`config.mk`:
```
export PLATFORM = sky130hd
export DESIGN_NAME = ucs2_to_utf8_transcoder_top
export DESIGN_NICKNAME = d
export VERILOG_FILES = /design/src/design/ucs2u8_pkg.sv /design/src/design/ucs2u8_cfg.sv /design/src/design/ucs2u8_pair.sv /design/src/design/ucs2u8_ser.sv /design/src/design/ucs2_to_utf8_transcoder_top.sv
export SDC_FILE = /design/constraint.sdc
export NUM_CORES = 1
export LEC_CHECK = 0
export BUFFER_PORTS_ARGS = -buffer_cell sky130_fd_sc_hd__buf_2
export CORE_MARGIN = 5
export CORE_UTILIZATION = 40
export DETAILED_ROUTE_END_ITERATION = 6
export PLACE_DENSITY_LB_ADDON = 0.3
export SETUP_SLACK_MARGIN = 0.2
export SKIP_CTS_REPAIR_TIMING = 1
export SYNTH_ARGS = -nofsm -noshare
export SYNTH_HDL_FRONTEND = slang
export SYNTH_SLANG_ARGS = --single-unit
```
`constraint.sdc`:
```
create_clock -name clk -period 7.43 [get_ports clk]
set_input_delay 1.486 -clock clk [delete_from_list [all_inputs] [get_ports clk]]
set_output_delay 1.486 -clock clk [all_outputs]
set_load 0.01 [all_outputs]
```
`src/design/ucs2u8_pkg.sv`:
```
// Shared types, constants and the code-unit encoder for the UCS-2 to UTF-8 transcoder.
`timescale 1ns / 1ps

package ucs2u8_pkg;

    // Configuration register indexes
    localparam int unsigned CfgIdxW      = 8;
    localparam logic [CfgIdxW-1:0] REG_PLATFORM = CfgIdxW'(0);
    localparam logic [CfgIdxW-1:0] REG_ENCODING = CfgIdxW'(1);

    // Platform and encoding codes that select transcoding
    localparam logic [15:0] PLATFORM_UNICODE = 16'd0;
    localparam logic [15:0] PLATFORM_WINDOWS = 16'd3;
    localparam logic [15:0] ENC_WIN_UCS2     = 16'd1;
    localparam logic [15:0] ENC_WIN_UCS4     = 16'd10;

    // UTF-8 range limits and lead/continuation marks
    localparam logic [15:0] ONE_BYTE_LIMIT = 16'h0080;
    localparam logic [15:0] TWO_BYTE_LIMIT = 16'h0800;
    localparam logic [2:0]  LEAD2_MARK     = 3'b110;
    localparam logic [3:0]  LEAD3_MARK     = 4'b1110;
    localparam logic [1:0]  CONT_MARK      = 2'b10;

    // Up to three result bytes produced by one input transfer
    typedef struct packed {
        logic [2:0][7:0] bytes;  // bytes[0] goes out first
        logic [1:0]      cnt;    // 0 means no result
        logic            fin;
    } burst_t;

    // Encode one 16-bit code unit; surrogates are encoded as plain units
    function automatic burst_t encode_unit(logic [15:0] cp);
        burst_t b;
        b = '0;
        if (cp < ONE_BYTE_LIMIT) begin
            b.bytes[0] = cp[7:0];
            b.cnt      = 2'd1;
        end
        else if (cp < TWO_BYTE_LIMIT) begin
            b.bytes[0] = {LEAD2_MARK, cp[10:6]};
            b.bytes[1] = {CONT_MARK, cp[5:0]};
            b.cnt      = 2'd2;
        end
        else begin
            b.bytes[0] = {LEAD3_MARK, cp[15:12]};
            b.bytes[1] = {CONT_MARK, cp[11:6]};
            b.bytes[2] = {CONT_MARK, cp[5:0]};
            b.cnt      = 2'd3;
        end
        return b;
    endfunction

endpackage

```
`src/design/ucs2u8_cfg.sv`:
```
// Configuration registers and transcode mode decode.
`timescale 1ns / 1ps

module ucs2u8_cfg
    import ucs2u8_pkg::*;
(
    input  logic               clk,
    input  logic               rst_n,
    input  logic               cfg_valid,
    output logic               cfg_ready,
    input  logic [CfgIdxW-1:0] cfg_index,
    input  logic [15:0]        cfg_data,
    output logic               transcode
);

    logic [15:0] platform_reg;
    logic [15:0] encoding_reg;

    assign cfg_ready = 1'b1;

    // Write the addressed register; drop writes to unknown indexes
    always_ff @(posedge clk or negedge rst_n)
    begin
        if (!rst_n)
        begin
            platform_reg <= '0;
            encoding_reg <= '0;
        end
        else if (cfg_valid)
        begin
            unique case (cfg_index)
                REG_PLATFORM: platform_reg <= cfg_data;
                REG_ENCODING: encoding_reg <= cfg_data;
                default:      ;
            endcase
        end
    end

    // Unicode platform, or Windows platform with the UCS-2 or UCS-4 encoding
    assign transcode = (platform_reg == PLATFORM_UNICODE)
                    || ((platform_reg == PLATFORM_WINDOWS)
                        && ((encoding_reg == ENC_WIN_UCS2) || (encoding_reg == ENC_WIN_UCS4)));

endmodule

```
`src/design/ucs2u8_pair.sv`:
```
// Byte pairing state and per-transfer encoding into a result burst.
`timescale 1ns / 1ps

module ucs2u8_pair
    import ucs2u8_pkg::*;
(
    input  logic       clk,
    input  logic       rst_n,
    input  logic       accept,
    input  logic       transcode,
    input  logic [7:0] data_byte,
    input  logic       final_byte,
    output burst_t     burst
);

    logic [7:0] high_half_reg;
    logic [7:0] high_half_next;
    logic       pending_reg;
    logic       pending_next;

    // Pass through, hold a high half, or encode a complete unit
    always_comb
    begin
        burst          = '0;
        high_half_next = high_half_reg;
        pending_next   = 1'b0;
        if (!transcode)
        begin
            burst.bytes[0] = data_byte;
            burst.cnt      = 2'd1;
        end
        else if (!pending_reg)
        begin
            high_half_next = data_byte;
            pending_next   = !final_byte;
        end
        else
        begin
            burst = encode_unit({high_half_reg, data_byte});
        end
        burst.fin = final_byte;
    end

    // Advance pairing state on each input transfer
    always_ff @(posedge clk or negedge rst_n)
    begin
        if (!rst_n)
        begin
            high_half_reg <= '0;
            pending_reg   <= 1'b0;
        end
        else if (accept)
        begin
            high_half_reg <= high_half_next;
            pending_reg   <= pending_next;
        end
    end

endmodule

```
`src/design/ucs2u8_ser.sv`:
```
// Result register that holds one burst and sends it out a byte at a time.
`timescale 1ns / 1ps

module ucs2u8_ser
    import ucs2u8_pkg::*;
(
    input  logic       clk,
    input  logic       rst_n,
    input  logic       load,
    input  burst_t     burst,
    output logic       take_ok,
    output logic       out_valid,
    input  logic       out_ready,
    output logic [7:0] out_byte,
    output logic       run_last,
    output logic       string_end
);

    burst_t     burst_reg;
    logic       busy_reg;
    logic [1:0] idx_reg;
    logic       last_byte;
    logic       out_xfer;

    assign last_byte  = (idx_reg == (burst_reg.cnt - 2'd1));
    assign out_xfer   = busy_reg && out_ready;
    assign out_valid  = busy_reg;
    assign out_byte   = burst_reg.bytes[idx_reg];
    assign run_last   = last_byte;
    assign string_end = last_byte && burst_reg.fin;

    // Accept a new burst when empty or when the last byte leaves now
    assign take_ok = !busy_reg || (out_xfer && last_byte);

    always_ff @(posedge clk or negedge rst_n)
    begin
        if (!rst_n)
        begin
            busy_reg <= 1'b0;
            idx_reg  <= '0;
        end
        else if (load)
        begin
            busy_reg <= 1'b1;
            idx_reg  <= '0;
        end
        else if (out_xfer)
        begin
            if (last_byte)
            begin
                busy_reg <= 1'b0;
            end
            else
            begin
                idx_reg <= idx_reg + 2'd1;
            end
        end
    end

    // Capture burst payload
    always_ff @(posedge clk)
    begin
        if (load)
        begin
            burst_reg <= burst;
        end
    end

endmodule

```
`src/design/ucs2_to_utf8_transcoder_top.sv`:
```
// Top level of the UCS-2 to UTF-8 transcoder with byte passthrough.
//
//  channel | handshake            | payload
//  --------+----------------------+------------------------------------
//  cfg     | cfg_valid/cfg_ready  | cfg_index, cfg_data
//  in      | in_valid/in_ready    | data_byte, final_byte
//  out     | out_valid/out_ready  | out_byte, run_last, string_end
//
// One output byte per cycle from the result register while out_ready is high;
// an input byte yields zero to three output bytes.
// in_ready is high when the result register is empty or sends its last byte.
// Bytes that give no result still wait for a free result register.
// Reset clears the configuration registers and the pairing state.
// Output stalls hold the result register and its byte index.
`timescale 1ns / 1ps

module ucs2_to_utf8_transcoder_top
    import ucs2u8_pkg::*;
(
    input  logic               clk,
    input  logic               rst_n,
    input  logic               cfg_valid,
    output logic               cfg_ready,
    input  logic [CfgIdxW-1:0] cfg_index,
    input  logic [15:0]        cfg_data,
    input  logic               in_valid,
    output logic               in_ready,
    input  logic [7:0]         data_byte,
    input  logic               final_byte,
    output logic               out_valid,
    input  logic               out_ready,
    output logic [7:0]         out_byte,
    output logic               run_last,
    output logic               string_end
);

    logic   transcode;
    logic   in_xfer;
    logic   load;
    burst_t burst;

    assign in_xfer = in_valid && in_ready;
    assign load    = in_xfer && (burst.cnt != 2'd0);

    ucs2u8_cfg u_cfg (
        .clk       (clk),
        .rst_n     (rst_n),
        .cfg_valid (cfg_valid),
        .cfg_ready (cfg_ready),
        .cfg_index (cfg_index),
        .cfg_data  (cfg_data),
        .transcode (transcode)
    );

    ucs2u8_pair u_pair (
        .clk        (clk),
        .rst_n      (rst_n),
        .accept     (in_xfer),
        .transcode  (transcode),
        .data_byte  (data_byte),
        .final_byte (final_byte),
        .burst      (burst)
    );

    ucs2u8_ser u_ser (
        .clk        (clk),
        .rst_n      (rst_n),
        .load       (load),
        .burst      (burst),
        .take_ok    (in_ready),
        .out_valid  (out_valid),
        .out_ready  (out_ready),
        .out_byte   (out_byte),
        .run_last   (run_last),
        .string_end (string_end)
    );

endmodule

```
==> flow_metrics.env, run 1 <==
export IMPL_status="complete, no violations"
export IMPL_crit_required_ns=5.94
export IMPL_die_y_um=99.7
export IMPL_drive_gt1_frac=0.396
export IMPL_fmax_ghz=0.288
export IMPL_netlist_area_um2=3220
export IMPL_hold_violations=0
export IMPL_clk_path_buf_depth=2
export IMPL_antenna_found_initial=0
export IMPL_drtIter0Drc=57
export IMPL_grt_pass1_vias=2266
export IMPL_die_w_um=99.7
export IMPL_leakagePower_nw=1.66
export IMPL_sw_frac_of_total=0.324
export IMPL_ys_seq_area_frac=0.575
export IMPL_setup_viol=0
export IMPL_htreeDepth=3
export IMPL_synth_warnings=0
export IMPL_post_route_period_util=0.468
export IMPL_yosysUniqueCellTypes=47
export IMPL_routed_wl_mm=6.29
export IMPL_async_reset_ff_frac=0.638
export IMPL_setup_tns_ns=0
export IMPL_nFillCells=747
export IMPL_rows=32
export IMPL_slew_violations=0
export IMPL_r2r_cells=5
export IMPL_syn_nets=299
export IMPL_crit_fanout=6
export IMPL_diodes=0
export IMPL_first_pass_iters=4
export IMPL_drv_cap=0
export IMPL_rr_startpoint="u_cfg.encoding_reg[2]$_DFFE_PN0P_"
export IMPL_clockPowerShare=0.265
export IMPL_place_gp_congestion=0.841
export IMPL_layout_commonest_cell="buf_2"
export IMPL_hold_end="u_cfg.encoding_reg[2]$_DFFE_PN0P_"
export IMPL_r2r_end="u_ser.burst_reg[8]$_DFFE_PP_"
export IMPL_power_internal_mw=0.800
export IMPL_path_clk_slew_ns=0.07
export IMPL_finalClockSkew_ns=0.00869
export IMPL_pwr_share_seq=0.461
export IMPL_final_cell_count_no_fill=418
export IMPL_routedWlPerCell_um=15.0
export IMPL_rsz0062_at_grt="false"
export IMPL_critPathLaunchType="input port"
export IMPL_dp_slack_ns=3.95
export IMPL_worst_pin_slew_ns=0.950
export IMPL_grt_use_total=0.140
export IMPL_overflow=0
export IMPL_coreArea_um2=7770
export IMPL_cts_sinks=69
export IMPL_power_switching_mw=0.383
export IMPL_synthCells=261
export IMPL_antenna_left=0
export IMPL_relSlewSlack=0.367
export IMPL_ir_drop_mv=0.121
export IMPL_grt_pass1_wl_mm=10.9
export IMPL_largest_reg_flops=25
export IMPL_holdPathStages=1
export IMPL_reg2reg_setup_slack_ns=4.79
export IMPL_power_frac_comb=0.274
export IMPL_numCtsBuffers=9
export IMPL_io_buffers=49
export IMPL_finalPower_mw=1.18
export IMPL_dr_total_vias=2176
export IMPL_arrival_ns=1.99
export IMPL_ys_flop_type="dfrtp_1"
export IMPL_drc=0
export IMPL_ios=51
export IMPL_clkLatencyLatePin_ns=0.35
export IMPL_cts_tree="yes"
export IMPL_grt_max_degree=45
export IMPL_powerDensity_nw_per_um2=314
export IMPL_finalCriticalPeriod_ns=3.48
export IMPL_dp_hpwl_mm=4.66
export IMPL_worstSetupPathType="in -> out"
export IMPL_nets=349
export IMPL_syn_to_final_growth_pct=17.0
export IMPL_dieArea_um2=9940
export IMPL_final_cell_mix="buf_2 (49), dfrtp_1 (44), mux2_2 (41), edfxtp_1 (25), o21ai_0 (23)"
export IMPL_ys_ff_latch=69
export IMPL_worst_slack_ns=3.95
export IMPL_start_util=0.414
export IMPL_dpl_cell_count=402
export IMPL_worstHoldStart="u_cfg.encoding_reg[2]$_DFFE_PN0P_"
export IMPL_cts_root_buffer="clkbuf_8"
export IMPL_viasPerCell=5.21
export IMPL_avgSynthCellArea_um2=12.3
export IMPL_synth_edf_count=25
export IMPL_hold_class="reg -> reg"
export IMPL_end_kind="primary output"
[worst max-delay path, cell delays in order]
cell	delay (ns)
buf_2	0.12
a21bo_2	0.24
buf_2	0.15
[metal layers]
layer / vias up / GRT usage / share of wire
met3: 11 / 0.0568 / 0.065
li1: 1057 / - / -
met5: - / 0 / 0
met2: 55 / 0.232 / 0.51
met1: 1053 / 0.163 / 0.42
met4: 0 / 0.0525 / 0.014
[power by group through the flow]
stage / Combinational (mW) / Sequential [mW] / Clock, mW
after CTS: 0.331 / 0.546 / 0.324
after floorplan: 0.251 / 0.522 / 0
final: 0.324 / 0.545 / 0.313
after global placement: 0.322 / 0.551 / 0
after global routing: 0.364 / 0.557 / 0.341
after detailed placement: 0.330 / 0.554 / 0
[cells by family (layout without fill, tap and decap cells)]
kind of cell	after synthesis	count (layout)	share of synthesized area
and+or+nand+nor	72	72	0.126
AOI/OAI and AO/OA	54	54	0.107
muxes	49	49	0.168
buffers and inverters	15	70	0.0194
xor gates and xnor gates	1	1	0.00272
DFF	69	69	0.575
other	1	1	0.00117
[through the flow]
stage / util / hold WS [ns] / cell area, um^2
after CTS: 0.485 / 0.507 / 3770
after floorplan: - / 0.470 / 3220
after global placement: 0.458 / 0.482 / 3560
after global routing: 0.485 / 0.522 / 3770
final: 0.485 / 0.503 / 3770
after detailed placement: 0.458 / 0.491 / 3560
[synthesized netlist by cell type (6+ instances only)]
cell type,count,share of area
a21oi_1,9,0.014
and2_1,8,0.016
clkbuf_1,7,0.0082
dfrtp_1,44,0.34
edfxtp_1,25,0.23
mux2_2,41,0.14
mux2i_1,8,0.025
nand2_1,21,0.024
nor2_1,11,0.013
nor4_1,6,0.012
o21ai_0,23,0.036
[area by class of cell]
| type | count | area [um^2] | share of cell area |
|---|---|---|---|
| Multi-Input combinational cell | 177 | 1310 | 0.347 |
| Tap cell | 102 | 128 | 0.0339 |
| Clock buffer | 11 | 151 | 0.0402 |
| Inverter | 3 | 11.3 | 0.00299 |
| Clock inverter | 5 | 56.3 | 0.0150 |
| Timing Repair Buffer | 51 | 260 | 0.0691 |
| Sequential cell | 69 | 1850 | 0.492 |
[worst max path at each step]
| stage | start | end | slack, ns | depth (start not counted) |
|---|---|---|---|---|
| after detailed placement | out_ready | in_ready | 3.95 | 3 |
| after CTS | u_ser.idx_reg[1]$_DFFE_PN0P_ | in_ready | 3.95 | 4 |
| final | out_ready | in_ready | 3.95 | 3 |
| after global routing | u_ser.idx_reg[1]$_DFFE_PN0P_ | in_ready | 3.88 | 4 |
| after global placement | out_ready | in_ready | 3.95 | 3 |
| after floorplan | out_ready | u_ser.burst_reg[0]$_DFFE_PP_ | 3.97 | 3 |
Power figures use the tool's default switching activity.
==> run 2, diff against run 1 <==
==> constraint.sdc (replaced) <==
create_clock -name clk -period 3.6 [get_ports clk]
set_input_delay 0.72 -clock clk [delete_from_list [all_inputs] [get_ports clk]]
set_output_delay 0.72 -clock clk [all_outputs]
set_load 0.01 [all_outputs]
==> run 2 against run 1 <==
Against the previous run:
- power increased by 110%
- global-route usage shrank 0.29 points
- flip-flop and latch count is the same
- via count is 0.14% lower
- clock power rose by 110%
- final area up 0.13%
- hold slack improved by 0.0032 ns
- wire length grew 1.8%
- sequential power rose by 110%
- setup slack worse by 3.1 ns
- combinational power rose by 110%
==> flow_metrics.env, run 2 (synthesized netlist as in run 1, its figures left out) <==
export IMPL_status="complete, no violations"
export IMPL_htreeDepth=3
export IMPL_clk_path_buf_depth=2
export IMPL_diodes=0
export IMPL_place_gp_congestion=0.797
export IMPL_hold_class="reg -> reg"
export IMPL_die_y_um=99.7
export IMPL_clkLatencyLatePin_ns=0.34
export IMPL_dr_total_vias=2173
export IMPL_routedWlPerCell_um=15.3
export IMPL_dp_hpwl_mm=4.59
export IMPL_r2r_end="u_ser.burst_reg[8]$_DFFE_PP_"
export IMPL_rows=32
export IMPL_final_cell_mix="buf_2 (49), dfrtp_1 (44), mux2_2 (41), edfxtp_1 (25), o21ai_0 (23)"
export IMPL_post_route_period_util=0.753
export IMPL_design_area_um2=3770
export IMPL_worst_slack_ns=0.889
export IMPL_dp_slack_ns=1.04
export IMPL_overflow=0
export IMPL_arrival_ns=1.99
export IMPL_layout_commonest_cell="buf_2"
export IMPL_finalPower_mw=2.47
export IMPL_dieArea_um2=9940
export IMPL_largest_reg_flops=25
export IMPL_grt_max_degree=45
export IMPL_nets=349
export IMPL_grt_pass1_wl_mm=10.9
export IMPL_r2r_cells=5
export IMPL_reg2reg_setup_slack_ns=1.05
export IMPL_rsz0062_at_grt="false"
export IMPL_drv_cap=0
export IMPL_fmax_ghz=0.369
export IMPL_leakagePower_nw=1.66
export IMPL_grt_use_total=0.137
export IMPL_ir_drop_mv=0.232
export IMPL_end_kind="primary output"
export IMPL_drtIter0Drc=71
export IMPL_placed_cell_area_um2=3560
export IMPL_grt_pass1_vias=2220
export IMPL_rr_startpoint="u_cfg.encoding_reg[2]$_DFFE_PN0P_"
export IMPL_drc=0
export IMPL_antenna_left=0
export IMPL_hold_violations=0
export IMPL_powerDensity_nw_per_um2=654
export IMPL_routed_wl_mm=6.41
export IMPL_cts_sinks=69
export IMPL_first_pass_iters=4
export IMPL_cts_root_buffer="clkbuf_8"
export IMPL_finalCriticalPeriod_ns=2.71
export IMPL_setup_tns_ns=0
export IMPL_hold_end="u_cfg.platform_reg[3]$_DFFE_PN0P_"
export IMPL_syn_to_final_growth_pct=17.2
export IMPL_worstSetupPathType="reg -> out"
export IMPL_crit_required_ns=2.88
export IMPL_worst_pin_slew_ns=0.951
export IMPL_path_clk_slew_ns=0.07
export IMPL_viasPerCell=5.20
export IMPL_drive_gt1_frac=0.389
export IMPL_slew_violations=0
export IMPL_critPathLaunchType="flop"
export IMPL_ios=51
export IMPL_antenna_found_initial=0
export IMPL_numCtsBuffers=9
export IMPL_start_util=0.414
export IMPL_setup_viol=0
export IMPL_worstHoldStart="u_cfg.platform_reg[3]$_DFFE_PN0P_"
export IMPL_cts_tree="yes"
export IMPL_relSlewSlack=0.366
export IMPL_holdPathStages=1
export IMPL_coreArea_um2=7770
export IMPL_die_w_um=99.7
export IMPL_cp_startpoint="u_ser.idx_reg[1]$_DFFE_PN0P_"
export IMPL_finalClockSkew_ns=0.0111
export IMPL_crit_fanout=12
export IMPL_io_buffers=49
export IMPL_finalCoreUtilization=0.486
-- run 2: cell count changes in the layout (fill, tap and decap cells not counted), sizes merged --
cell and delta:
clkbuf +2, inv -2, clkinv -1, clkinvlp +1
-- run 2: where the power goes --
part	total, mW	switching, mW	internal [mW]	leakage [nW]
Clock	0.663	0.283	0.381	0.105
Combinational	0.671	0.369	0.303	0.733
Sequential	1.13	0.141	0.990	0.820
Total	2.47	0.793	1.67	1.66
-- run 2: layer usage --
layer,vias to the layer above,global-route usage,routed length (um)
li1,1054,-,-
met1,1034,0.173,2780
met2,70,0.229,3160
met3,15,0.0309,350
met4,0,0.0536,112
met5,-,0,0
-- run 2: worst max-delay path by stage --
| stage | cells past startpoint | endpoint | slack, ns |
|---|---|---|---|
| 3_5_place_dp | 5 | u_ser.burst_reg[8]$_DFFE_PP_ | 1.04 |
| 5_1_grt | 4 | in_ready | 0.77 |
| 6_report | 4 | in_ready | 0.89 |
| 4_1_cts | 4 | in_ready | 0.89 |
| 3_3_place_gp | 5 | u_ser.burst_reg[8]$_DFFE_PP_ | 1.12 |
| 2_1_floorplan | 5 | u_ser.burst_reg[0]$_DFFE_PP_ | 0.78 |
-- run 2: through the flow --
step | hold slack [ns] | instances
2_1_floorplan | 0.424 | 261
3_3_place_gp | 0.482 | 402
3_5_place_dp | 0.491 | 402
4_1_cts | 0.508 | 418
5_1_grt | 0.521 | 418
6_report | 0.507 | 418
-- run 2: layout make-up --
type	instances	area, um^2
Sequential cell	69	1850
Clock inverter	3	42.5
Tap cell	102	128
Fill cell	739	4000
Timing Repair Buffer	51	260
Clock buffer	13	170
Inverter	3	11.3
Multi-Input combinational cell	177	1310
-- run 2: critical path, cell delays in order (launching register included) --
cell	delay, ns
dfrtp_1	0.61
xor2_1	0.25
mux2_2	0.38
a21bo_2	0.27
buf_2	0.15
